<file path="config.mk">
export PLATFORM = sky130hd
export DESIGN_NAME = ifaf_back
export DESIGN_NICKNAME = d
export VERILOG_FILES = /design/src/rtl/ifaf_pkg.sv /design/src/rtl/ifaf_back.sv
export SDC_FILE = /design/constraint.sdc
export NUM_CORES = 1
export LEC_CHECK = 0
export BUFFER_PORTS_ARGS = -buffer_cell sky130_fd_sc_hd__buf_4
export CAP_MARGIN = 30
export CORE_ASPECT_RATIO = 0.5
export CORE_MARGIN = 2
export CORE_UTILIZATION = 59
export CTS_CLUSTER_SIZE = 10
export DETAILED_ROUTE_END_ITERATION = 6
export PLACE_DENSITY = 0.85
export SLEW_MARGIN = 10
export SYNTH_ARGS = -nofsm -noshare
export SYNTH_HDL_FRONTEND = slang
export SYNTH_SLANG_ARGS = --single-unit
</file>
<file path="constraint.sdc">
create_clock -name aclk -period 8.6 [get_ports aclk]
set_input_delay 1.29 -clock aclk [delete_from_list [all_inputs] [get_ports aclk]]
set_output_delay 1.29 -clock aclk [all_outputs]
set_load 0.01 [all_outputs]
</file>
<file path="src/rtl/ifaf_pkg.sv">
package ifaf_pkg;

    // Widths of the item fields.
    localparam int VALUE_W = 32;
    localparam int MODE_W  = 3;
    localparam int W_BITS  = 5;

    // Packed stream widths, rounded up to whole bytes.
    localparam int S_FIELDS_W = VALUE_W + MODE_W + W_BITS + 2;
    localparam int S_TDATA_W  = ((S_FIELDS_W + 7) / 8) * 8;
    localparam int M_TDATA_W  = 8;

    // Widest field that the formatter will produce.
    localparam int MAX_WIDTH = 31;

    // Enough digit slots for a 32-bit magnitude in octal (2^31 needs eleven).
    localparam int DIGIT_CAP = 11;
    localparam int DIG_IDX_W = $clog2(DIGIT_CAP);
    localparam int DIG_CNT_W = $clog2(DIGIT_CAP + 1);

    // Depth of the descriptor queue between the two halves.
    localparam int Q_DEPTH = 2;
    localparam int Q_PTR_W = (Q_DEPTH > 1) ? $clog2(Q_DEPTH) : 1;
    localparam int Q_CNT_W = $clog2(Q_DEPTH + 1);

    // Reciprocal of ten for a 32-bit dividend: q = (x * RECIP10) >> RECIP10_SHIFT.
    localparam logic [VALUE_W-1:0] RECIP10       = 32'hCCCC_CCCD;
    localparam int                 RECIP10_SHIFT = 35;

    // Conversion modes.
    localparam logic [MODE_W-1:0] MODE_DEC       = 3'd0;
    localparam logic [MODE_W-1:0] MODE_DEC_BLANK = 3'd1;
    localparam logic [MODE_W-1:0] MODE_OCT       = 3'd2;
    localparam logic [MODE_W-1:0] MODE_HEX_LO    = 3'd3;
    localparam logic [MODE_W-1:0] MODE_HEX_UP    = 3'd4;
    localparam logic [MODE_W-1:0] MODE_UNS       = 3'd5;

    // Characters.
    localparam logic [7:0] CH_STAR  = 8'h2A;
    localparam logic [7:0] CH_MINUS = 8'h2D;
    localparam logic [7:0] CH_ZERO  = 8'h30;
    localparam logic [7:0] CH_SPACE = 8'h20;
    localparam logic [7:0] CH_LOWER = 8'h61;
    localparam logic [7:0] CH_UPPER = 8'h41;

    typedef enum logic [1:0] {
        RAD_DEC,
        RAD_OCT,
        RAD_HEX
    } radix_t;

    typedef enum logic [1:0] {
        F_IDLE,
        F_CONV,
        F_PUSH
    } front_state_t;

    typedef enum logic [2:0] {
        B_IDLE,
        B_SIGN_PRE,
        B_PAD_PRE,
        B_SIGN_POST,
        B_DIGITS,
        B_PAD_POST,
        B_STAR
    } phase_t;

    // One classified item, ready to be spelt out by the back end.
    typedef struct packed {
        logic [DIGIT_CAP-1:0][3:0] digits;
        logic [DIG_CNT_W-1:0]      ndig;
        logic                      neg;
        logic                      zero_fill;
        logic                      pad_right;
        logic                      upper;
        logic                      blank;
        logic                      overflow;
        logic [W_BITS-1:0]         width;
        logic [W_BITS-1:0]         pad;
    } desc_t;

    typedef struct packed {
        logic full;
        logic empty;
    } q_status_t;

endpackage

</file>
<file path="src/rtl/ifaf_back.sv">
module ifaf_back
    import ifaf_pkg::*;
(
    input  logic                 aclk,
    input  logic                 aresetn,
    input  desc_t                head,
    input  q_status_t            q_status,
    output logic                 pop,
    output logic                 m_tvalid,
    input  logic                 m_tready,
    output logic [M_TDATA_W-1:0] m_tdata,
    output logic                 m_tlast,
    output logic [0:0]           m_tuser
);

    phase_t            phase_reg, phase_next;
    logic [W_BITS-1:0] cnt_reg, cnt_next;
    desc_t             desc_reg, desc_next;

    logic                 m_valid_reg;
    logic [M_TDATA_W-1:0] m_data_reg;
    logic                 m_last_reg;
    logic                 m_ovf_reg;

    logic                 fire;
    logic                 phase_end;
    phase_t               follow;
    phase_t               first;
    logic [3:0]           cur_digit;
    logic [7:0]           cur_char;
    logic                 cur_last;
    logic [7:0]           pad_char;

    // Phase that follows p for descriptor d; B_IDLE ends the item.
    function automatic phase_t phase_after(phase_t p, desc_t d);
        logic   pre_sign;
        logic   pad_pre;
        logic   post_sign;
        logic   pad_post;
        phase_t r;
        pre_sign  = d.neg && d.zero_fill;
        post_sign = d.neg && !d.zero_fill;
        pad_pre   = !d.pad_right && (d.pad != '0);
        pad_post  = d.pad_right && (d.pad != '0);
        r         = B_IDLE;
        case (p)
            B_IDLE: begin
                if (d.overflow)      r = B_STAR;
                else if (pre_sign)   r = B_SIGN_PRE;
                else if (pad_pre)    r = B_PAD_PRE;
                else if (post_sign)  r = B_SIGN_POST;
                else                 r = B_DIGITS;
            end
            B_SIGN_PRE: begin
                r = pad_pre ? B_PAD_PRE : B_DIGITS;
            end
            B_PAD_PRE: begin
                r = post_sign ? B_SIGN_POST : B_DIGITS;
            end
            B_SIGN_POST: r = B_DIGITS;
            B_DIGITS: begin
                r = pad_post ? B_PAD_POST : B_IDLE;
            end
            default: r = B_IDLE;
        endcase
        return r;
    endfunction

    // Characters left after the first one of phase p.
    function automatic logic [W_BITS-1:0] phase_len(phase_t p, desc_t d);
        logic [W_BITS-1:0] r;
        case (p)
            B_PAD_PRE, B_PAD_POST: r = d.pad - W_BITS'(1);
            B_DIGITS:              r = W_BITS'(d.ndig) - W_BITS'(1);
            B_STAR:                r = d.width - W_BITS'(1);
            default:               r = '0;
        endcase
        return r;
    endfunction

    assign pop       = (phase_reg == B_IDLE) && !q_status.empty;
    assign fire      = (phase_reg != B_IDLE) && (!m_valid_reg || m_tready);
    assign phase_end = (cnt_reg == '0);
    assign follow    = phase_after(phase_reg, desc_reg);
    assign first     = phase_after(B_IDLE, head);

    // Next state.
    always_comb begin
        phase_next = phase_reg;
        cnt_next   = cnt_reg;
        desc_next  = desc_reg;
        if (pop) begin
            desc_next  = head;
            phase_next = first;
            cnt_next   = phase_len(first, head);
        end else if (fire) begin
            if (phase_end) begin
                phase_next = follow;
                cnt_next   = phase_len(follow, desc_reg);
            end else begin
                cnt_next = cnt_reg - W_BITS'(1);
            end
        end
    end

    // Outputs: the character of the current phase position.
    always_comb begin
        cur_digit = desc_reg.digits[cnt_reg[DIG_IDX_W-1:0]];
        pad_char  = desc_reg.zero_fill ? CH_ZERO : CH_SPACE;
        cur_last  = phase_end && (follow == B_IDLE);
        case (phase_reg)
            B_SIGN_PRE, B_SIGN_POST: cur_char = CH_MINUS;
            B_PAD_PRE, B_PAD_POST:   cur_char = pad_char;
            B_STAR:                  cur_char = CH_STAR;
            B_DIGITS: begin
                if (desc_reg.blank) begin
                    cur_char = CH_SPACE;
                end else if (cur_digit < 4'd10) begin
                    cur_char = CH_ZERO + 8'(cur_digit);
                end else begin
                    cur_char = (desc_reg.upper ? CH_UPPER : CH_LOWER)
                             + 8'(cur_digit) - 8'd10;
                end
            end
            default: cur_char = CH_SPACE;
        endcase
    end

    always_ff @(posedge aclk) begin
        if (!aresetn) begin
            phase_reg   <= B_IDLE;
            cnt_reg     <= '0;
            m_valid_reg <= 1'b0;
        end else begin
            phase_reg <= phase_next;
            cnt_reg   <= cnt_next;
            if (fire) begin
                m_valid_reg <= 1'b1;
            end else if (m_tready) begin
                m_valid_reg <= 1'b0;
            end
        end
    end

    always_ff @(posedge aclk) begin
        desc_reg <= desc_next;
        if (fire) begin
            m_data_reg <= cur_char;
            m_last_reg <= cur_last;
            m_ovf_reg  <= desc_reg.overflow;
        end
    end

    assign m_tvalid   = m_valid_reg;
    assign m_tdata    = m_data_reg;
    assign m_tlast    = m_last_reg;
    assign m_tuser[0] = m_ovf_reg;

`ifndef NO_ASSERTIONS
    a_last_ends_item: assert property (@(posedge aclk) disable iff (!aresetn)
        (fire && cur_last) |=> (phase_reg == B_IDLE))
        else $error("sequencer kept running after the final character");

    a_pop_only_idle: assert property (@(posedge aclk) disable iff (!aresetn)
        pop |-> ((phase_reg == B_IDLE) && !q_status.empty))
        else $error("descriptor taken while busy or queue empty");

    a_overflow_stars: assert property (@(posedge aclk) disable iff (!aresetn)
        (m_valid_reg && m_ovf_reg) |-> (m_data_reg == CH_STAR))
        else $error("overflowed item carries a character other than an asterisk");

    a_nonlast_continues: assert property (@(posedge aclk) disable iff (!aresetn)
        (fire && !cur_last) |=> (phase_reg != B_IDLE))
        else $error("item ended without its final character");
`endif

endmodule

</file>
==> metrics, run 1 <==
layout cells sized above 1=a little under a third; Final ANT Viol Nets=0; Startpoint Class=register; VDD IR max=0.178 mV; critical path data required time=8810 ps; vias=between 2,000 and 3,000; Pwr Total=1.86 mW; GR Overflow Total=0; prevailing post-synth register cell=edfxtp_1; num ports=81; CTS root buf=clkbuf_16; RSZ-0062 raised after global routing=false; max-cap violations=0; die area=around 7700 um^2; antenna cells=0; vias in the first global route=between 2,000 and 3,000; number of gates resized after cts=0; Die X-Extent=between 100 and 150 um; Syn Std Cell Area=between 4000 and 5000 um^2; max frequency=299 MHz; DRT iter0 DRCs=roughly 270; Final Hold Fails=0; vias per cell=~6; GRT Resource Usage Total=between 20% and 30%; most frequent cells in the layout=buf_4, edfxtp_1, nand2_1; CTS sink cnt=82; fin crit share=38.9%; Post-DP HPWL=~6200 um; Initial Utilization=61.1%; Post-synth EDFFs=between 70 and 80; crit-path max FO=9; synth warn=0; commonest non-fill, non-tap cell in the layout=buf_4; CP arrival=3550 ps; global-route wire length before repair=about 14,000 um; CTS Hold Bufs=0; FF/Latch Area=2370 um^2; min Tclk post-route=3340 ps; max_slew headroom=between 40% and 50%; min-delay worst type=reg2reg; max-slew violations=0; asr flop ratio synth=0%; CTS buffer count=9; Pre-antenna DRT Iters=5; endpoints failing setup=0; Setup Fix Bufs, Post-CTS=0; Clock transition at path regs=approximately 60 ps; Leakage Power=just under 2 nW; Multi-input gate area=between 1500 and 2000 um^2; max reg flops=64; DR DRC count=0; synthesized area per cell=~13 um^2; final setup TNS=0 ps; CTS tree=yes; Synth-to-Final Area Change=23.5%; post-layout net count=469; routed len/inst=~18 um; Post-Syn Instances=320; register area share after synthesis=57.9%; final hold slack=between 500 and 600 ps; Core Footprint=between 6000 and 7000 um^2; run status=completed; global placer's final weighted congestion=0.904; Rows=21; total of fill cells in the finished design=around 410; IO buf count=a little under 80; initial antenna violation count=0; Setup CP Type=reg2reg; Cell variety after synth=66; largest net degree at the start of global routing=67; maximum buffer depth of the clock tree=2; flops & latches, synth=between 80 and 90; Die Span Y=around 63 um; critical path capture point type=register; clock skew=~5.4 ps; CTS H-tree depth=3; PD cells=around 370 nW/um^2; Worst-Skew Late Latency=330 ps; WL final=a little under 9000 um; Least-Margin Pin Slew=about 830 ps; Synth Net Count=roughly 390
## cell type report
| class | count | area share (%) |
|---|---|---|
| clock buffers | 9 | 4.45 |
| clock inverters | 6 | 2.28 |
| inverters | 8 | 0.594 |
| multi-input cells | 216 | 31.7 |
| flip-flops and latches | 82 | 46.9 |
| well taps | 92 | 2.28 |
| repair buffers | 79 | 11.7 |
## routing by layer
layer | routed length, um | global-route usage, % | up-vias
li1 | - | - | 1392
met1 | 3650 | 32.3 | 1416
met2 | 4390 | 40.8 | 127
met3 | 531 | 5.02 | 27
met4 | 248 | 11.4 | 0
met5 | 0 | 0 | -
## cells by family (layout without fill, tap and decap cells)
family | Yosys count | count (layout) | share of synthesized area, %
and+or+nand+nor | 92 | 92 | 11.8
adders and majority gates | 4 | 4 | 1.22
xor gates and xnor gates | 9 | 9 | 1.92
DFF | 82 | 82 | 57.9
buffers and inverters | 22 | 102 | 2.87
muxes | 25 | 25 | 9.07
AOI/OAI and AO/OA | 85 | 85 | 15.1
other | 1 | 1 | 0.0916
## cells in the mapped netlist, types with 4 or more instances
cell type / n / area, um^2
nor3_1: 6 / 30.0
a21o_1: 5 / 37.5
nand2b_1: 10 / 62.6
dfxtp_1: 9 / 180
mux2_2: 5 / 56.3
mux2i_1: 12 / 120
o21ai_1: 4 / 20.0
ha_1: 4 / 50.1
edfxtp_1: 73 / 2190
clkbuf_1: 4 / 15.0
o221ai_1: 4 / 35.0
a21oi_1: 16 / 80.1
nand3_1: 6 / 30.0
nand2_1: 22 / 82.6
xnor2_1: 5 / 43.8
buf_4: 4 / 30.0
o21ai_0: 17 / 85.1
inv_1: 8 / 30.0
nor2_1: 19 / 71.3
mux4_2: 4 / 90.1
mux4_1: 4 / 105
buf_2: 4 / 20.0
nor2b_1: 8 / 50.1
xor2_1: 4 / 35.0
## critical path, cell delays in order, from the launching register on
cell,delay (ps)
edfxtp_1,480
nor3_2,320
a21oi_1,200
a21oi_2,510
mux2_2,400
mux2i_1,300
ha_1,270
a21oi_1,80
o21ai_0,140
o21ai_0,110
o21ai_0,300
a21oi_1,110
## path summary, 6_finish.rpt
check               from          to  slack, ps  cells past startpoint
max          desc_reg[2]  cnt_reg[4]       5260                     11
min             m_tvalid    m_tvalid        560                      2
max reg2reg  desc_reg[2]  cnt_reg[4]       5260                     11
min reg2reg     m_tvalid    m_tvalid        560                      2
## power by group
part	leakage (nW)	switching, mW	internal [mW]
logic	1.01	0.417	0.310
clock network	0.162	0.150	0.283
registers	0.769	0.0958	0.607
total	1.94	0.663	1.20
## stage by stage
step	std cells	util (%)	instance area, um^2	setup WS (ps)
after detailed placement	477	70.4	4720	5020
after CTS	492	75.5	5060	5290
after global routing	492	75.5	5060	5120
after global placement	477	70.4	4720	5130
final	492	75.5	5060	5260
after floorplan	320	-	4100	4380
Power figures use the tool's default switching activity.
==> inputs of run 2 (changes only) <==
CORE_UTILIZATION = 55   (was 59)
PLACE_DENSITY = 0.8   (was 0.85)
clock period = 3.4 ns   (was 8.6 ns; I/O delays follow)
==> run 2 against run 1 <==
  * Register-to-register slack got worse by 4800 ps
  * Via count fell by 2.0%
  * Core utilization fell by 5.9 points
  * Cell count rose by 1.8%
  * Clock skew rose by 1.9 ps
  * Fmax rose by 13%
  * Non-clock buffer count rose by 4
  * Largest power group unchanged
  * Sequential share of layout area barely moved
  * Total power rose by 150%
==> metrics, run 2 (synthesis gave the netlist of run 1 again) <==
run status=completed; clock share of power=21.4% (-1.9 points); slowest stage cell, crit path=edfxtp_1; max-slew violations=0 (unchanged); Setup Fix Bufs, Post-CTS=0 (unchanged); crit-path max FO=5 (-4); endpoints failing setup=0 (unchanged); layout cells sized above 1=31.4% (+0.86 points); GRT Resource Usage Total=22.0% (-2.9 points); num ports=81 (unchanged); CTS H-tree depth=3 (unchanged); Startpoint Class=register; CTS tree=yes; Core Footprint=7270 um^2 (+8.5%); Pwr Total=4.61 mW (+150%); largest net degree at the start of global routing=30 (-55%); initial antenna violation count=0 (unchanged); Leakage Power=1.95 nW (+0.55%); global placer's final weighted congestion=0.844 (-6.7%); VDD IR max=0.404 mV (+130%); CTS root buf=clkbuf_16; final cell count without fillers=501 (+1.8%); routed len/inst=17.0 um (-5.0%); critical path data required time=3600 ps (-5210 ps); Post-DP HPWL=6400 um (+2.6%); Reg power frac=38.3% (+0.6 points); CTS sink cnt=82 (unchanged); post-layout net count=473 (+0.85%); max reg flops=64 (unchanged); Setup CP Type=reg2reg; Final ANT Viol Nets=0 (unchanged); Top delay family on crit path=compound AO/OA/AOI/OAI gates; Die Span Y=65.0 um (+3.3%); WL final=8530 um (-3.3%); Least-Margin Pin Slew=850 ps (+23.5 ps); PD cells=911 nW/um^2 (+150%); RSZ-0062 raised after global routing=false; maximum buffer depth of the clock tree=2 (unchanged); fin crit share=87.2% (+48 points); total of fill cells in the finished design=522 (+26%); Worst-Skew Late Latency=330 ps (about the same); CP arrival=3160 ps (-390 ps); DR DRC count=0 (unchanged); DRT iter0 DRCs=290 (+8.2%); vias per cell=5.79 (-3.8%); die area=8190 um^2 (+6.9%); CTS Hold Bufs=0 (unchanged); Final Hold Fails=0 (unchanged); final setup TNS=0 ps (unchanged); antenna cells=0 (unchanged); CTS buffer count=9 (unchanged); Clock transition at path regs=60 ps (about the same); CP cell instances=nor3b_1 -> a2bb2oi_1 -> a21boi_1 -> nand2_1 -> and3_1 -> ha_1 -> and3_1 -> o21ai_0 -> o21ai_0 -> o21ai_0 -> a21oi_1; vias=2,902 (-2.0%); number of gates resized after cts=0 (unchanged); IO buf count=78 (unchanged); clock skew=7.30 ps (+1.93 ps); GR Overflow Total=0 (unchanged); Die X-Extent=126 um (+3.5%); Comb pwr share=40.3% (+1.3 points); Initial Utilization=56.4% (-4.8 points); CP max stage delay=470 ps (-40 ps); Rows=22 (+4.8%); internal power=2.92 mW (+140%); switching portion of total power=36.5% (+0.94 points); global-route wire length before repair=13,900 um (-3.7%); max_slew headroom=43.2% (-1.7 points); Synth-to-Final Area Change=23.5% (about the same); vias in the first global route=2,917 (-0.75%); Switch Pwr=1.68 mW (+150%); CP dominant cell by count=o21ai_0; max-cap violations=0 (unchanged); min-delay worst type=in2reg; max frequency=337 MHz (+13%); critical path capture point type=register; most frequent cells in the layout=buf_4, edfxtp_1, nand2_1; Worst Path Buf+Inv=0 (unchanged); commonest non-fill, non-tap cell in the layout=buf_4; Pre-antenna DRT Iters=5 (unchanged); R2R setup slack=430 ps (-4820 ps); min Tclk post-route=2970 ps (-377 ps); placed cell count=485 (+1.7%)
## run 2: changes by cell type in the layout (fill, tap and decap cells not counted), sizes merged
cell / delta
bufinv: -2
clkinvlp: -1
buf: +4
inv: +4
## run 2: metal layers
layer	vias to the layer above	routed length [um]	GRT usage (%)
met2	113	4190	36.3
met4	0	55	5.63
met5	-	0	0
met3	6	572	5.37
li1	1403	-	-
met1	1380	3710	29.7
## run 2: worst paths after layout
kind / from / cells past startpoint / to
worst max-delay path: desc_reg[14] / 11 / cnt_reg[4]
worst min-delay path: head[39] / 1 / desc_reg[39]
worst max register to register: desc_reg[14] / 11 / cnt_reg[4]
worst min register to register: m_tvalid / 2 / m_tvalid
## run 2: power by group through the flow
stage               clock [mW]  sequential (mW)  combinational (mW)
finish                   0.987             1.76                1.86
global placement             0             1.76                1.77
floorplan                    0             1.68                1.39
CTS                       1.00             1.76                1.84
detailed placement           0             1.79                1.83
global route              1.05             1.81                2.04
## run 2: final cells by class
class	instances	area (um^2)	share of cell area, %
flip-flops and latches	82	2370	46.9
multi-input cells	216	1610	31.7
repair buffers	83	623	12.3
clock buffers	9	225	4.45
well taps	96	120	2.38
clock inverters	7	81.3	1.61
inverters	8	30.0	0.594
## run 2: metrics by stage
| step | hold WS, ps | setup WS [ps] | util (%) | instance area (um^2) |
|---|---|---|---|---|
| finish | 354 | 434 | 69.6 | 5060 |
| global route | 337 | 155 | 69.6 | 5060 |
| CTS | 346 | 470 | 69.6 | 5060 |
| detailed placement | 545 | 515 | 65.4 | 4750 |
| global placement | 509 | 534 | 65.4 | 4750 |
| floorplan | 537 | 176 | - | 4100 |
