===== config.mk =====
export PLATFORM = sky130hd
export DESIGN_NAME = ifaf_queue
export DESIGN_NICKNAME = d
export VERILOG_FILES = /design/src/rtl/ifaf_pkg.sv /design/src/rtl/ifaf_queue.sv
export SDC_FILE = /design/constraint.sdc
export NUM_CORES = 1
export LEC_CHECK = 0
export ABC_AREA = 1
export BUFFER_PORTS_ARGS = -buffer_cell sky130_fd_sc_hd__buf_2
export CAP_MARGIN = 10
export CORE_MARGIN = 5
export CORE_UTILIZATION = 30
export CTS_BUF_LIST = sky130_fd_sc_hd__clkbuf_8
export DETAILED_ROUTE_END_ITERATION = 10
export SLEW_MARGIN = 30
export SYNTH_ARGS = -nofsm -noshare
export SYNTH_HDL_FRONTEND = slang
export SYNTH_SLANG_ARGS = --single-unit

===== constraint.sdc =====
create_clock -name aclk -period 4.8 [get_ports aclk]
set_input_delay 0.48 -clock aclk [delete_from_list [all_inputs] [get_ports aclk]]
set_output_delay 0.48 -clock aclk [all_outputs]
set_load 0.02 [all_outputs]

===== src/rtl/ifaf_pkg.sv =====
package ifaf_pkg;

    // Widths of the item fields.
    localparam int VALUE_W = 32;
    localparam int MODE_W  = 3;
    localparam int W_BITS  = 5;

    // Packed stream widths, rounded up to whole bytes.
    localparam int S_FIELDS_W = VALUE_W + MODE_W + W_BITS + 2;
    localparam int S_TDATA_W  = ((S_FIELDS_W + 7) / 8) * 8;
    localparam int M_TDATA_W  = 8;

    // Widest field that the formatter will produce.
    localparam int MAX_WIDTH = 31;

    // Enough digit slots for a 32-bit magnitude in octal (2^31 needs eleven).
    localparam int DIGIT_CAP = 11;
    localparam int DIG_IDX_W = $clog2(DIGIT_CAP);
    localparam int DIG_CNT_W = $clog2(DIGIT_CAP + 1);

    // Depth of the descriptor queue between the two halves.
    localparam int Q_DEPTH = 2;
    localparam int Q_PTR_W = (Q_DEPTH > 1) ? $clog2(Q_DEPTH) : 1;
    localparam int Q_CNT_W = $clog2(Q_DEPTH + 1);

    // Reciprocal of ten for a 32-bit dividend: q = (x * RECIP10) >> RECIP10_SHIFT.
    localparam logic [VALUE_W-1:0] RECIP10       = 32'hCCCC_CCCD;
    localparam int                 RECIP10_SHIFT = 35;

    // Conversion modes.
    localparam logic [MODE_W-1:0] MODE_DEC       = 3'd0;
    localparam logic [MODE_W-1:0] MODE_DEC_BLANK = 3'd1;
    localparam logic [MODE_W-1:0] MODE_OCT       = 3'd2;
    localparam logic [MODE_W-1:0] MODE_HEX_LO    = 3'd3;
    localparam logic [MODE_W-1:0] MODE_HEX_UP    = 3'd4;
    localparam logic [MODE_W-1:0] MODE_UNS       = 3'd5;

    // Characters.
    localparam logic [7:0] CH_STAR  = 8'h2A;
    localparam logic [7:0] CH_MINUS = 8'h2D;
    localparam logic [7:0] CH_ZERO  = 8'h30;
    localparam logic [7:0] CH_SPACE = 8'h20;
    localparam logic [7:0] CH_LOWER = 8'h61;
    localparam logic [7:0] CH_UPPER = 8'h41;

    typedef enum logic [1:0] {
        RAD_DEC,
        RAD_OCT,
        RAD_HEX
    } radix_t;

    typedef enum logic [1:0] {
        F_IDLE,
        F_CONV,
        F_PUSH
    } front_state_t;

    typedef enum logic [2:0] {
        B_IDLE,
        B_SIGN_PRE,
        B_PAD_PRE,
        B_SIGN_POST,
        B_DIGITS,
        B_PAD_POST,
        B_STAR
    } phase_t;

    // One classified item, ready to be spelt out by the back end.
    typedef struct packed {
        logic [DIGIT_CAP-1:0][3:0] digits;
        logic [DIG_CNT_W-1:0]      ndig;
        logic                      neg;
        logic                      zero_fill;
        logic                      pad_right;
        logic                      upper;
        logic                      blank;
        logic                      overflow;
        logic [W_BITS-1:0]         width;
        logic [W_BITS-1:0]         pad;
    } desc_t;

    typedef struct packed {
        logic full;
        logic empty;
    } q_status_t;

endpackage


===== src/rtl/ifaf_queue.sv =====
module ifaf_queue
    import ifaf_pkg::*;
(
    input  logic      aclk,
    input  logic      aresetn,
    input  logic      push,
    input  desc_t     push_data,
    input  logic      pop,
    output desc_t     head,
    output q_status_t status
);

    desc_t              mem [Q_DEPTH];
    logic [Q_PTR_W-1:0] wr_ptr_reg;
    logic [Q_PTR_W-1:0] rd_ptr_reg;
    logic [Q_CNT_W-1:0] count_reg;

    assign head         = mem[rd_ptr_reg];
    assign status.full  = (count_reg == Q_CNT_W'(Q_DEPTH));
    assign status.empty = (count_reg == '0);

    function automatic logic [Q_PTR_W-1:0] ptr_inc(logic [Q_PTR_W-1:0] p);
        ptr_inc = (p == Q_PTR_W'(Q_DEPTH - 1)) ? '0 : p + Q_PTR_W'(1);
    endfunction

    always_ff @(posedge aclk) begin
        if (!aresetn) begin
            wr_ptr_reg <= '0;
            rd_ptr_reg <= '0;
            count_reg  <= '0;
        end else begin
            if (push) begin
                wr_ptr_reg <= ptr_inc(wr_ptr_reg);
            end
            if (pop) begin
                rd_ptr_reg <= ptr_inc(rd_ptr_reg);
            end
            if (push && !pop) begin
                count_reg <= count_reg + Q_CNT_W'(1);
            end else if (pop && !push) begin
                count_reg <= count_reg - Q_CNT_W'(1);
            end
        end
    end

    always_ff @(posedge aclk) begin
        if (push) begin
            mem[wr_ptr_reg] <= push_data;
        end
    end

endmodule


==> summary.txt, run 1 <==
Clock tree
  • TritonCTS Buffers: 17
  • Root Driver: clkbuf_8
  • Clk sinks: 133
  • Latest clock arrival within the worst-skew pair: 0.44 ns
  • Clock-pin slew on the worst setup and hold paths: 0.08 ns
  • Post-cts sizing count: 0
  • H-Tree Depth: 4
  • CTS Hold Bufs: 0
  • CTS tree: built
  • CTS max path bufs: 2
  • Setup bufs post-CTS: 0

Timing
  • Final slew viol count: 0
  • Period Utilization, post-route: 49.78%
  • TNS Setup: 0 ns
  • Clock skew: 0.01251 ns
  • Final Hold Fails: 0
  • RSZ-0062 raised after global routing: false
  • Least-Margin Pin Slew: 0.7736 ns
  • # setup viols final: 0
  • Fin crit period: 2.390 ns
  • F_max: 418.5 MHz
  • Slew Limit Headroom: 48.35%

Global route
  • Largest net degree at the start of global routing: 53
  • Grt ovf: 0
  • Vias in the first global route: 2864
  • First-pass GRT wire length: 14.95 mm
  • Initial antenna violation count: 0
  • Tot GR Track Use: 10.08%

Die
  • Die height: 141.0 microns
  • I/O pin total: 134
  • Initial core utilization: 30.19%
  • Row count: 48
  • Die ar.: 19880 sq um
  • Core area: 17060 sq um
  • Chip width: 141.0 microns

Layout
  • Final instance area: 6442 sq um
  • Share of cells above drive strength 1: 58.94%
  • Util after Layout: 37.77%
  • Max reg flops: 128
  • Ant. Diodes: 0
  • Nets: 453
  • Non-Filler Instances: 622
  • Area Growth Syn to Fin: 25.13%

Critical path
  • Required @ worst endpoint: 4.32 ns
  • CP arrival: 1.91 ns
  • Crit end category: output pin
  • Crit Path Max Fanout: 32
  • Crit Path Category: flop to output pin
  • CP startpoint kind: flop

Placed design
  • Port bufs: 133
  • Sum of net half-perimeters after detailed placement: 6.426 mm
  • RD Place Congestion: 0.6775
  • Area after DPL: 5998 sq um
  • Inst Count DP: 588

Route
  • Routed WL: 9.620 mm
  • DRT Pass-1 Iters: 4
  • 1st-iter DRT viols: 70
  • Vias/cell: 4.072
  • Post-DRT Antenna Nets: 0
  • WL/cell: 15.47 microns
  • DR vias: 2533
  • Drt drc: 0

Synthesis
  • Synth Register Bits: 133
  • Synth cell types: 14
  • Syn_area_per_cell: 22.00 sq um
  • Synth top area share: 74.65%
  • Register area share after synthesis: 76.60%
  • Mapped cell area: 5149 sq um
  • Largest cells by area after synthesis: edfxtp_1 75%, mux2_4 17%, buf_12 2.3%, dfxtp_1 1.9%, mux2_2 0.87%
  • Cells after Synth: 234
  • Leading area contributor after synthesis: edfxtp_1
  • Post-Syn Nets: 303
  • Syn. warnings: 0

Power and ir drop
  • Leakage power: 2.572 nW
  • Power per cell area: 399.6 nW/um^2
  • Worst vdd ir: 0.1518 mV

Min path
  • Hold crit path type: input pin to flop

Job
  • Max-Cap Viols: 0

Run status
  • Status: finished clean
==> placed cells by master, fill, tap and decap left out, drive strengths merged <==
cell type  netlist  routed
clkinvlp         0       3
inv              8      11
edfxtp         128     128
ha               1       1
nor2             9       9
bufinv           0       2
nand2            8       8
mux2            64      64
a21oi            1       1
clkbuf           0      20
dfxtp            5       5
nand4            1       1
buf              7     138
nand3            1       1
o21ai            1       1
clkinv           0       4
==> path summary, 6_finish.rpt <==
check	endpoint	slack [ns]	cells past startpoint	from
setup / recovery	head[48]	2.41	3	flop
hold / removal	mem[1][7]$_DFFE_PP_	0.23	1	push_data[7]
setup reg to reg	mem[1][8]$_DFFE_PP_	2.80	3	wr_ptr_reg$_SDFFE_PN0P_
hold reg to reg	flop	0.52	2	rd_ptr_reg$_SDFFE_PN0P_
==> cells in the mapped netlist <==
cell type  instances
a21oi_1            1
buf_12             6
buf_6              1
dfxtp_1            5
edfxtp_1         128
ha_1               1
inv_1              8
mux2_2             4
mux2_4            60
nand2_1            8
nand3_1            1
nand4_1            1
nor2_1             9
o21ai_0            1
==> power breakdown <==
group | internal, W | switching, W | total, W | leakage, nW
clock network | 0.000493 | 0.000410 | 0.000903 | 0.204
registers | 0.00134 | 0.0000230 | 0.00136 | 1.24
logic | 0.000140 | 0.000167 | 0.000307 | 1.12
==> kinds of logic after synthesis <==
logic type / after synthesis / share of synthesized area (%)
flip-flops: 133 / 76.60
buffers and inverters: 15 / 3.135
multiplexers: 64 / 18.37
AO/OA/AOI/OAI: 2 / 0.1942
adder cells (fa/ha/maj): 1 / 0.2430
AND/OR/NAND/NOR: 19 / 1.458
==> layout make-up <==
class | instances | area, sq um
multi-input cells | 86 | 1051
clock buffers | 20 | 275.3
repair buffers | 138 | 743.2
inverters | 8 | 30.03
flip-flops and latches | 133 | 3948
well taps | 225 | 281.5
fillers | 1645 | 10610
clock inverters | 12 | 113.9
==> worst max-delay path: stages (launching register included) <==
cell and delay [ns]:
dfxtp_4 0.61, buf_16 0.28, mux2_2 0.38, buf_2 0.16
==> per-stage QoR <==
step           worst slack, ns  hold slack, ns  total power, W
5_1_grt                  2.294          0.1863        0.002683
4_1_cts                  1.878          0.1822        0.002613
2_1_floorplan            1.108          0.4635        0.001602
3_3_place_gp             2.403          0.4778        0.001691
3_5_place_dp             2.367          0.5037        0.001699
6_report                 2.410          0.2273        0.002575
==> per-layer routing <==
| metal | GRT usage [%] | vias to the layer above | part of all wire [%] |
|---|---|---|---|
| li1 | - | 1199 | - |
| met1 | 11.29 | 1220 | 41 |
| met2 | 16.68 | 94 | 49 |
| met3 | 4.071 | 20 | 7.4 |
| met4 | 4.997 | 0 | 2.0 |
| met5 | 0 | - | 0 |
(Power assumes the default switching activity.)
==> run 2: changes to the inputs <==
Clock period 4.8 ns to 2.3 ns, I/O delays scaled along.
==> run 2 against run 1 <==
- clock power up 110%
- design area up 9.7%
- sequential power up 110%
- sequential share of layout area down 5.4 points
- worst setup slack worse by 2.2 ns
- critical path depth unchanged
- largest cell class unchanged
==> summary.txt, run 2 (same netlist as run 1, synthesis figures left out) <==
Die
  • Die ar.: 19880 sq um (unchanged)
  • I/O pin total: 134 (unchanged)
  • Die height: 141.0 microns (unchanged)
  • Core area: 17060 sq um (unchanged)
  • Initial core utilization: 30.19% (unchanged)
  • Row count: 48 (unchanged)
  • Chip width: 141.0 microns (unchanged)

Global route
  • Grt ovf: 0 (unchanged)
  • First-pass GRT wire length: 15.72 mm (+5.2%)
  • Vias in the first global route: 3079 (+7.5%)
  • Largest net degree at the start of global routing: 43 (-19%)
  • Initial antenna violation count: 0 (unchanged)
  • Tot GR Track Use: 10.61% (+0.53 points)

Critical path
  • CP arrival: 1.84 ns (-0.07 ns)
  • R2R depth: 3 (unchanged)
  • R2R setup slack: 0.86 ns (-1.94 ns)
  • CP cell instances: buf_12, mux2_2, buf_2
  • Crit Path Max Fanout: 38 (+19%)
  • Max stage delay on crit path: 0.53 ns (-0.08 ns)
  • Crit Path Category: flop to output pin
  • Crit end category: output pin
  • CP max stage cell: dfxtp_4
  • End of the worst register-to-register path: mem[1][26]$_DFFE_PP_
  • Origin of the critical flop-to-flop path: wr_ptr_reg$_SDFFE_PN0P_
  • CP startpoint kind: flop
  • Required @ worst endpoint: 2.07 ns (-2.25 ns)

Layout
  • Nets: 518 (+14%)
  • Final instance area: 7069 sq um (+9.7%)
  • Area Growth Syn to Fin: 37.30%
  • Fillers: 1571 (-4.5%)
  • Ant. Diodes: 0 (unchanged)
  • FF/Latch Area: 3948 sq um (unchanged)
  • Commonest non-fill, non-tap cell in the layout: buf_2
  • Max reg flops: 128 (unchanged)
  • Most frequent cells in the layout: 133 x buf_2, 128 x edfxtp_1, 64 x dlygate4sd3_1
  • Share of cells above drive strength 1: 50.43% (-8.5 points)
  • Non-Filler Instances: 687 (+10%)
  • Multi-input gate area: 1051 sq um (unchanged)

Power and ir drop
  • Clk pwr share: 35.2% (about the same)
  • Internal power: 0.004215 W (+110%)
  • Sw Share: 23.43% (+0.13 points)
  • NetSw: 0.001289 W (+110%)
  • Leakage power: 2.827 nW (+9.9%)
  • Register share of total power: 51.6% (-1.4 points)
  • Worst vdd ir: 0.3582 mV (+140%)
  • Part of the power in combinational logic: 13.2% (+1.3 points)
  • Power per cell area: 778.6 nW/um^2 (+95%)

Route
  • Post-DRT Antenna Nets: 0 (unchanged)
  • Drt drc: 0 (unchanged)
  • Vias/cell: 4.058 (-0.35%)
  • Met2 routed WL: 5.079 mm (+7.3%)
  • 1st-iter DRT viols: 90 (+29%)
  • DR vias: 2788 (+10%)
  • Met3 routed WL: 676 microns (-5.6%)
  • Routed WL: 10.06 mm (+4.5%)
  • DRT Pass-1 Iters: 4 (unchanged)
  • Highest metal used: met4
  • M1 wire length: 4.152 mm (+4.4%)
  • WL/cell: 14.64 microns (-5.4%)

Clock tree
  • Clk sinks: 133 (unchanged)
  • Clock-pin slew on the worst setup and hold paths: 0.08 ns (about the same)
  • CTS max path bufs: 2 (unchanged)
  • TritonCTS Buffers: 17 (unchanged)
  • CTS tree: built
  • Post-cts sizing count: 0 (unchanged)
  • H-Tree Depth: 4 (unchanged)
  • Root Driver: clkbuf_8
  • Latest clock arrival within the worst-skew pair: 0.43 ns (about the same)

Min path
  • Hold path cells: 3 (+2)
  • WHS Endpoint: count_reg[1]$_SDFFE_PN0P_
  • Hold crit path type: input pin to flop
  • Worst hold start: aresetn

Timing
  • Slew Limit Headroom: 59.68% (+11 points)
  • Final slew viol count: 0 (unchanged)
  • Final Hold Fails: 0 (unchanged)
  • Fin worst setup slack: 0.2317 ns (-2.179 ns)
  • Least-Margin Pin Slew: 0.6048 ns (-0.1688 ns)
  • # setup viols final: 0 (unchanged)
  • Clock skew: 0.01355 ns (+0.001042 ns)
  • Final Hold Slack: 0.05953 ns (-0.1678 ns)
  • TNS Setup: 0 ns (unchanged)
  • F_max: 483.5 MHz
  • Period Utilization, post-route: 89.92%
  • RSZ-0062 raised after global routing: false
  • Fin crit period: 2.068 ns

Placed design
  • Port bufs: 133 (unchanged)
  • Sum of net half-perimeters after detailed placement: 6.474 mm (+0.75%)
  • Area after DPL: 6033 sq um (+0.58%)
  • Setup WS pre-CTS: 0.6579 ns (-1.709 ns)
  • Inst Count DP: 591 (+0.51%)
  • RD Place Congestion: 0.6975 (+3.0%)

Job
  • Max-Cap Viols: 0 (unchanged)

Run status
  • Status: finished clean
## run 2: changes by cell type in the layout (fill, tap and decap cells not counted)
| cell | previous run | this run |
|---|---|---|
| dlygate4sd3_1 | 0 | 64 |
| clkinv_1 | 0 | 5 |
| clkbuf_8 | 20 | 17 |
| inv_1 | 10 | 7 |
| buf_16 | 2 | 0 |
| buf_4 | 3 | 5 |
| clkinv_2 | 4 | 2 |
| clkinv_4 | 0 | 2 |
| clkinvlp_4 | 3 | 1 |
| inv_6 | 0 | 2 |
| buf_12 | 0 | 1 |
| bufinv_16 | 2 | 3 |
## run 2: what timing repair did
action | CTS | global route
hold endpoints to repair | 128 | 0
hold buffers | 64 | 0
buffers inserted | 0 | 0
endpoints found under the setup margin | 0 | 0
## run 2: per-stage QoR
stage | total power, W | util [%]
after floorplan | 0.003340 | -
after global placement | 0.003536 | 35.37
after detailed placement | 0.003553 | 35.37
after CTS | 0.005602 | 41.45
after global routing | 0.005783 | 41.45
final | 0.005504 | 41.45
## run 2: layout make-up
class,count,area share (%)
Sequential cell,133,55.84
Timing Repair Buffer,203,19.29
Multi-Input combinational cell,86,14.87
Tap cell,225,3.982
Clock buffer,17,3.310
Clock inverter,15,2.283
Inverter,8,0.4248
## run 2: per-layer routing
layer,global-route usage (%),vias up
met5,0,-
li1,-,1333
met4,4.539,0
met2,17.59,93
met3,4.104,12
met1,12.29,1350
## run 2: how the worst max path moves through the flow
stage / startpoint / end / slack, ns / cells after the start
CTS: flop / head[44] / 0.15 / 3
detailed placement: flop / head[44] / 0.66 / 3
finish: flop / head[48] / 0.23 / 3
global placement: flop / head[44] / 0.67 / 3
floorplan: wr_ptr_reg$_SDFFE_PN0P_ / mem[1][0]$_DFFE_PP_ / 0.17 / 2
global route: flop / head[48] / 0.11 / 3
## run 2: worst max-delay path, delay by kind of cell, from the launching register on
kind,cells,cell delay (ns)
flip-flops,1,0.53
buffers and inverters,2,0.48
multiplexers,1,0.38
## run 2: power by group through the flow
stage	clock network [W]	registers, W	logic [W]
floorplan	0	0.00288	0.000460
global placement	0	0.00289	0.000645
detailed placement	0	0.00290	0.000654
CTS	0.00201	0.00284	0.000743
global route	0.00215	0.00285	0.000784
finish	0.00194	0.00284	0.000726
==> run 3: changes to the inputs <==
--- a/config.mk
+++ b/config.mk
@@ -14,2 +14,3 @@
 export DETAILED_ROUTE_END_ITERATION = 10
+export PLACE_DENSITY = 0.53
 export SLEW_MARGIN = 30
==> constraint.sdc (replaced) <==
create_clock -name aclk -period 2.3 [get_ports aclk]
set_input_delay 0.115 -clock aclk [delete_from_list [all_inputs] [get_ports aclk]]
set_output_delay 0.115 -clock aclk [all_outputs]
set_load 0.02 [all_outputs]
==> run 3 against run 2 <==
- sequential cell count did not move
- hold slack improved by 0.34 ns
- die area did not move
- utilization rose by 0.34 points
- critical path type unchanged
- clock skew fell by 0.0074 ns
- largest power group unchanged
- clock power fell by 5%
- routed wire length fell by 0.44%
- largest cell class unchanged
- register-to-register slack got worse by 0.07 ns
==> summary.txt, run 3 (same netlist as run 1, synthesis figures left out) <==
Power and ir drop
  • Leakage power: 2.859 nW (+1.1%)
  • Worst vdd ir: 0.3788 mV (+5.8%)
  • Power per cell area: 760.8 nW/um^2 (-2.3%)

Min path
  • Hold path cells: 2 (-1)
  • Hold crit path type: input pin to flop

Clock tree
  • CTS tree: built
  • H-Tree Depth: 4 (unchanged)
  • Root Driver: clkbuf_8
  • Setup bufs post-CTS: 0 (unchanged)
  • TritonCTS Buffers: 17 (unchanged)
  • CTS max path bufs: 2 (unchanged)
  • Clk sinks: 133 (unchanged)
  • Post-cts sizing count: 0 (unchanged)
  • CTS Hold Bufs: 67 (+4.7%)
  • Clock-pin slew on the worst setup and hold paths: 0.07 ns (about the same)
  • Latest clock arrival within the worst-skew pair: 0.43 ns (about the same)

Run status
  • Status: finished clean

Critical path
  • R2R depth: 3 (unchanged)
  • Crit Path Category: flop to output pin
  • Crit Path Max Fanout: 24 (-37%)
  • CP startpoint kind: flop
  • Crit end category: output pin
  • CP arrival: 1.91 ns (+0.07 ns)
  • Required @ worst endpoint: 2.18 ns (+0.11 ns)

Layout
  • Fillers: 1564 (-0.45%)
  • Most frequent cells in the layout: 133 x buf_2, 128 x edfxtp_1, 67 x dlygate4sd3_1
  • Final instance area: 7128 sq um (+0.83%)
  • Area Growth Syn to Fin: 38.44%
  • Ant. Diodes: 0 (unchanged)
  • Share of cells above drive strength 1: 50.43% (about the same)
  • Commonest non-fill, non-tap cell in the layout: buf_2
  • Nets: 522 (+0.77%)
  • Max reg flops: 128 (unchanged)

Die
  • Core area: 17060 sq um (unchanged)
  • Initial core utilization: 30.19% (unchanged)
  • Die ar.: 19880 sq um (unchanged)
  • I/O pin total: 134 (unchanged)
  • Die height: 141.0 microns (unchanged)
  • Chip width: 141.0 microns (unchanged)
  • Row count: 48 (unchanged)

Timing
  • Final Hold Fails: 0 (unchanged)
  • Least-Margin Pin Slew: 0.5329 ns (-0.07188 ns)
  • # setup viols final: 0 (unchanged)
  • Final slew viol count: 0 (unchanged)
  • Fin crit period: 2.025 ns (-0.04356 ns)
  • TNS Setup: 0 ns (unchanged)
  • Clock skew: 0.006128 ns (-0.007426 ns)
  • Slew Limit Headroom: 64.42% (+4.7 points)
  • Period Utilization, post-route: 88.03% (-1.9 points)
  • F_max: 493.9 MHz (+2.2%)
  • RSZ-0062 raised after global routing: false

Global route
  • First-pass GRT wire length: 15.73 mm (about the same)
  • GR Util met1: 11.24% (-1.0 points)
  • Vias in the first global route: 3066 (-0.42%)
  • Largest net degree at the start of global routing: 26 (-40%)
  • Top Usage Layer GRT: met2
  • Initial antenna violation count: 0 (unchanged)
  • Tot GR Track Use: 10.53% (-0.078 points)
  • M3 GR Usage: 3.731% (-0.37 points)
  • Met2 usage: 18.62% (+1.0 points)
  • Grt ovf: 0 (unchanged)

Route
  • DR vias: 2795 (+0.25%)
  • DRT Pass-1 Iters: 4 (unchanged)
  • Vias/cell: 4.045 (-0.33%)
  • Post-DRT Antenna Nets: 0 (unchanged)
  • 1st-iter DRT viols: 107 (+19%)
  • WL/cell: 14.49 microns (-1.0%)
  • Drt drc: 0 (unchanged)
  • Routed WL: 10.01 mm (-0.44%)

Placed design
  • Area after DPL: 6078 sq um (+0.75%)
  • Sum of net half-perimeters after detailed placement: 6.572 mm (+1.5%)
  • RD Place Congestion: 0.6498 (-6.8%)
  • Port bufs: 133 (unchanged)

Job
  • Max-Cap Viols: 0 (unchanged)
run 3: final cells by class:
type	count	area [sq um]	share of cell area (%)
Clock buffer	19	261.5	3.669
Clock inverter	13	117.6	1.650
Inverter	8	30.03	0.4213
Multi-Input combinational cell	86	1051	14.74
Sequential cell	133	3948	55.38
Tap cell	225	281.5	3.949
Timing Repair Buffer	207	1439	20.19
run 3: worst paths after layout:
| kind | end | start | slack, ns |
|---|---|---|---|
| worst max-delay path | head[44] | flop | 0.28 |
| worst min-delay path | mem[0][49]$_DFFE_PP_ | push_data[49] | 0.40 |
| worst max register to register | mem[1][5]$_DFFE_PP_ | wr_ptr_reg$_SDFFE_PN0P_ | 0.79 |
| worst min register to register | rd_ptr_reg$_SDFFE_PN0P_ | rd_ptr_reg$_SDFFE_PN0P_ | 0.50 |
run 3: worst max-delay path, stage by stage (launching register included):
cell and delay [ns]:
dfxtp_4 0.66, buf_12 0.28, mux2_2 0.36, buf_2 0.16
run 3: through the flow:
step | worst slack (ns) | hold slack, ns | power, W | util, % | std cells
2_1_floorplan | 0.1736 | 0.2139 | 0.003340 | - | 234
3_3_place_gp | 0.6998 | 0.3023 | 0.003550 | 35.64 | 592
3_5_place_dp | 0.6922 | 0.3068 | 0.003565 | 35.64 | 592
4_1_cts | 0.1918 | 0.3530 | 0.005531 | 41.79 | 691
5_1_grt | 0.1704 | 0.3613 | 0.005691 | 41.79 | 691
6_report | 0.2753 | 0.4029 | 0.005423 | 41.79 | 691
run 3: report_power, final:
part / leakage, nW / switching, W / internal [W]
combinational: 1.41 / 0.000365 / 0.000370
sequential: 1.24 / 0.0000499 / 0.00280
clock: 0.202 / 0.000844 / 0.000995
total: 2.86 / 0.00126 / 0.00416
run 3: per-layer routing:
| metal | vias up | routed length (microns) | share of wire [%] |
|---|---|---|---|
| li1 | 1338 | - | - |
| met1 | 1356 | 3903 | 39 |
| met2 | 87 | 5331 | 53 |
| met3 | 14 | 596 | 6.0 |
| met4 | 0 | 180 | 1.8 |
| met5 | - | 0 | 0 |
